--- src/sv/vpr_outbuf.sv ---
`default_nettype none
module vpr_outbuf #(
    parameter int SAMPLE_BITS = 24
) (
    input  logic                          clk,
    input  logic                          rst_n,
    input  logic                          in_valid,
    input  logic signed [SAMPLE_BITS-1:0] in_re,
    input  logic signed [SAMPLE_BITS-1:0] in_im,
    output logic                          adv,
    output logic                          out_valid,
    input  logic                          out_ready,
    output logic signed [SAMPLE_BITS-1:0] out_re,
    output logic signed [SAMPLE_BITS-1:0] out_im
);
    logic [1:0]                    count_reg, count_next;
    logic                          wr_ptr_reg, rd_ptr_reg;
    logic signed [SAMPLE_BITS-1:0] buf_re_reg [2];
    logic signed [SAMPLE_BITS-1:0] buf_im_reg [2];
    logic                          push, pop;

    // pipeline moves while a slot is free
    assign adv       = (count_reg != 2'd2);
    assign push      = adv & in_valid;
    assign out_valid = (count_reg != 2'd0);
    assign pop       = out_valid & out_ready;

    always_comb
    begin
        count_next = count_reg;
        if (push && !pop)
            count_next = count_reg + 2'd1;
        else if (!push && pop)
            count_next = count_reg - 2'd1;
    end

    always_ff @(posedge clk or negedge rst_n)
    begin
        if (!rst_n)
        begin
            count_reg  <= 2'd0;
            wr_ptr_reg <= 1'b0;
            rd_ptr_reg <= 1'b0;
        end
        else
        begin
            count_reg <= count_next;
            if (push)
                wr_ptr_reg <= ~wr_ptr_reg;
            if (pop)
                rd_ptr_reg <= ~rd_ptr_reg;
        end
    end

    // word slots
    always_ff @(posedge clk)
    begin
        if (push)
        begin
            buf_re_reg[wr_ptr_reg] <= in_re;
            buf_im_reg[wr_ptr_reg] <= in_im;
        end
    end

    assign out_re = buf_re_reg[rd_ptr_reg];
    assign out_im = buf_im_reg[rd_ptr_reg];

    // checks
    a_count_range: assert property (@(posedge clk) disable iff (!rst_n)
        count_reg != 2'd3) else $error("outbuf count out of range");
    a_full_holds: assert property (@(posedge clk) disable iff (!rst_n)
        (count_reg == 2'd2 && !out_ready) |=> count_reg == 2'd2)
        else $error("outbuf lost a word while full");
    a_word_holds: assert property (@(posedge clk) disable iff (!rst_n)
        (out_valid && !out_ready) |=> ($stable(out_re) && $stable(out_im)))
        else $error("outbuf head word changed while stalled");
    a_ptr_count: assert property (@(posedge clk) disable iff (!rst_n)
        (count_reg == 2'd1) |-> (wr_ptr_reg != rd_ptr_reg))
        else $error("outbuf pointers disagree with count");

endmodule
`default_nettype wire

--- config.mk ---
export PLATFORM = sky130hd
export DESIGN_NAME = vpr_outbuf
export DESIGN_NICKNAME = d
export VERILOG_FILES = /design/src/sv/vpr_outbuf.sv
export SDC_FILE = /design/constraint.sdc
export NUM_CORES = 1
export LEC_CHECK = 0
export BUFFER_PORTS_ARGS = -buffer_cell sky130_fd_sc_hd__buf_2
export CAP_MARGIN = 5
export CORE_MARGIN = 5
export CORE_UTILIZATION = 51
export CTS_CLUSTER_DIAMETER = 150
export DETAILED_ROUTE_END_ITERATION = 8
export PLACE_DENSITY_LB_ADDON = 0.1
export SYNTH_ARGS = -nofsm -noshare
export SYNTH_HDL_FRONTEND = slang
export SYNTH_SLANG_ARGS = --single-unit
--- constraint.sdc ---
create_clock -name clk -period 3.75 [get_ports clk]
set_input_delay 0.75 -clock clk [delete_from_list [all_inputs] [get_ports clk]]
set_output_delay 0.75 -clock clk [all_outputs]
set_load 0.005 [all_outputs]
==> results.toml <==
[placement]
dp_slack_ps = 1310
port_buffers = 101
dp_hpwl_mm = 4.18
place_congestion = 0.749

[worst_setup_path]
required_ps = 3000
cp.arrival_ps = 2020
critPathMaxStageDelay_ps = 790
crit_buf_inv = 2
crit_type = "reg2out"
worstPathCellList = "buf_4 > mux2_2 > buf_2"
cpLargestDelayFamily = "flip-flops"
path_max_fanout = 27
crit_slowest_cell = "dfrtp_2"
worst_setup_path_end_kind = "output pin"
startpoint_type = "register"

[timing]
maxSlewViolCount = 0
setup_violations = 0
setup_ws_ps = 983
worst_clock_skew_ps = 5.59
rsz0062_at_grt = "no"
timing.setup.tns_ps = 0
period_minus_slack_ps = 2770
finalHoldViolCount = 0
max_freq_ghz = 0.361
min_period_over_period_pct = 73.8
relSlewSlack_pct = 57.3
tightestPinTransition_ps = 641

[routing]
first_pass_iters = 3
drt_iter0_markers = 69
postRouteAntennaNets = 0
wl_mm = 6.21
via_per_inst = 4.83
drc = 0
vias = 1848
wl_per_cell_um = 16.2

[logic_synthesis]
syn_avg_cell_area_um2 = 22.2
synth_cell_types = 16
synth-warning-count = 0
synth_edf_count = 96
synthFlopType = "edfxtp_1"
synth.area.top_cells = "edfxtp_1 78%, mux2_2 12%, mux2_4 4.1%"
yosysMostFrequentCell = "edfxtp_1"
yosysSeqAreaShare_pct = 80.5
synth_area_um2 = 3700
syn_inst = 167
post-synth-top-area-cell = "edfxtp_1"
synth-async-reset-ratio_pct = 4.00
synth_common_cells = "96 x edfxtp_1, 38 x mux2_2, 10 x mux2_4, 4 x dfrtp_1"
synth_nets = 220
synth.top_cell.area_share_pct = 77.8
ys_ff_latch = 100

[final_layout]
syn2layout_area_growth_pct = 22.2
num_antenna_cells = 0
final_nets = 332
drive_above_1_share_pct = 60.6
fill_cells = 551

[grt]
grt_overflow = 0
grt_antenna_before_repair = 1
grt_pass1_wl_mm = 9.27
groute.usage.overall_pct = 14.2
grt_max_degree = 49
grt_pass1_vias = 1885

[min_path]
min_path_type = "in2async"

[clock_network]
htreeDepth = 3
cts_resized = 0
cts_buffer_depth = 2
post_cts_buffers = 0
clock_latency_ps = 350
postCtsHoldBufs = 0
clock_sinks = 100
clockRootBuffer = "clkbuf_8"
cts_buffers = 9
clkTransAtPathRegs_ps = 90
cts_tree = "built"

[run]
max_cap_violations = 0

[power]
peakVddDrop_v = 0.000421
p_leak_uw = 0.00173
powerDensity_nw_per_um2 = 718

[die]
initial_core_util_pct = 51.6
rows = 31
dieArea_um2 = 9070
die_h_um = 95.2
die_w_um = 95.2
pin_count = 102
core_area_um2 = 7180

[status]
status = "completed"
-- per-stage QoR --
| step | area (µm²) | instances | hold WS (ps) | total power (µW) | util (%) |
|---|---|---|---|---|---|
| finish | 4530 | 383 | 187 | 3250 | 63.1 |
| global route | 4530 | 383 | 177 | 3430 | 63.1 |
| CTS | 4530 | 383 | 172 | 3310 | 63.1 |
| detailed placement | 4330 | 367 | 478 | 2640 | 60.4 |
| global placement | 4330 | 367 | 471 | 2630 | 60.4 |
| floorplan | 3700 | 167 | 454 | 2270 | - |
-- logic make-up after synthesis --
kind of cell,share of synthesized area (%)
xor+xnor,1.18
fa+ha+maj,0.338
mux,15.6
buf+inv,1.42
flops,80.5
simple gates,0.913
-- cells in the final DEF (no fill, tap or decap) --
| cell type | Yosys | final |
|---|---|---|
| inv_1 | 1 | 1 |
| clkinvlp_4 | 0 | 2 |
| mux2_2 | 38 | 38 |
| nand2b_1 | 1 | 1 |
| nand2_1 | 2 | 2 |
| clkinv_4 | 0 | 2 |
| bufinv_16 | 0 | 1 |
| xor2_1 | 2 | 2 |
| clkbuf_1 | 0 | 2 |
| dfrtp_2 | 0 | 1 |
| buf_4 | 3 | 5 |
| mux2_4 | 10 | 10 |
| dfrtp_1 | 4 | 3 |
| nor2_1 | 2 | 1 |
| or2_2 | 1 | 1 |
| ha_1 | 1 | 1 |
| buf_2 | 0 | 101 |
| nor2_4 | 0 | 1 |
| edfxtp_1 | 96 | 96 |
| and3_2 | 0 | 1 |
| clkbuf_8 | 0 | 9 |
| xnor2_1 | 3 | 3 |
-- cell type report --
type	count	area, µm²	area share, %
Sequential cell	100	2980	65.9
Multi-Input combinational cell	61	677	15.0
Timing Repair Buffer	106	543	12.0
Clock buffer	11	131	2.90
Tap cell	99	124	2.74
Clock inverter	5	62.6	1.38
Inverter	1	3.75	0.0829
-- final timing paths --
| path | start | end | slack [ps] | cells past startpoint |
|---|---|---|---|---|
| worst min register to register | count_reg[1] | count_reg[1] | 490 | 1 |
| min in group clk | count_reg[1] | count_reg[1] | 490 | 1 |
| max in group asynchronous | rst_n | rd_ptr_reg | 3430 | 1 |
| worst min-delay path | rst_n | count_reg[1] | 190 | 1 |
| worst max register to register | count_reg[0] | buf_re_reg[0][21] | 2010 | 4 |
| worst max-delay path | rd_ptr_reg | out_re[16] | 980 | 3 |
-- power breakdown --
part           switching (µW)  total (µW)  internal, µW
sequential                122        1650          1530
combinational             425         938           514
clock                     349         661           311
-- metal layers --
| metal | vias to the layer above | global-route usage, % | wire [µm] |
|---|---|---|---|
| met3 | 10 | 4.26 | 455 |
| met4 | 2 | 7.93 | 105 |
| met5 | - | 0 | 20 |
| met1 | 900 | 16.8 | 2430 |
| li1 | 879 | - | - |
| met2 | 57 | 23.3 | 3200 |
(Power assumes the default switching activity.)
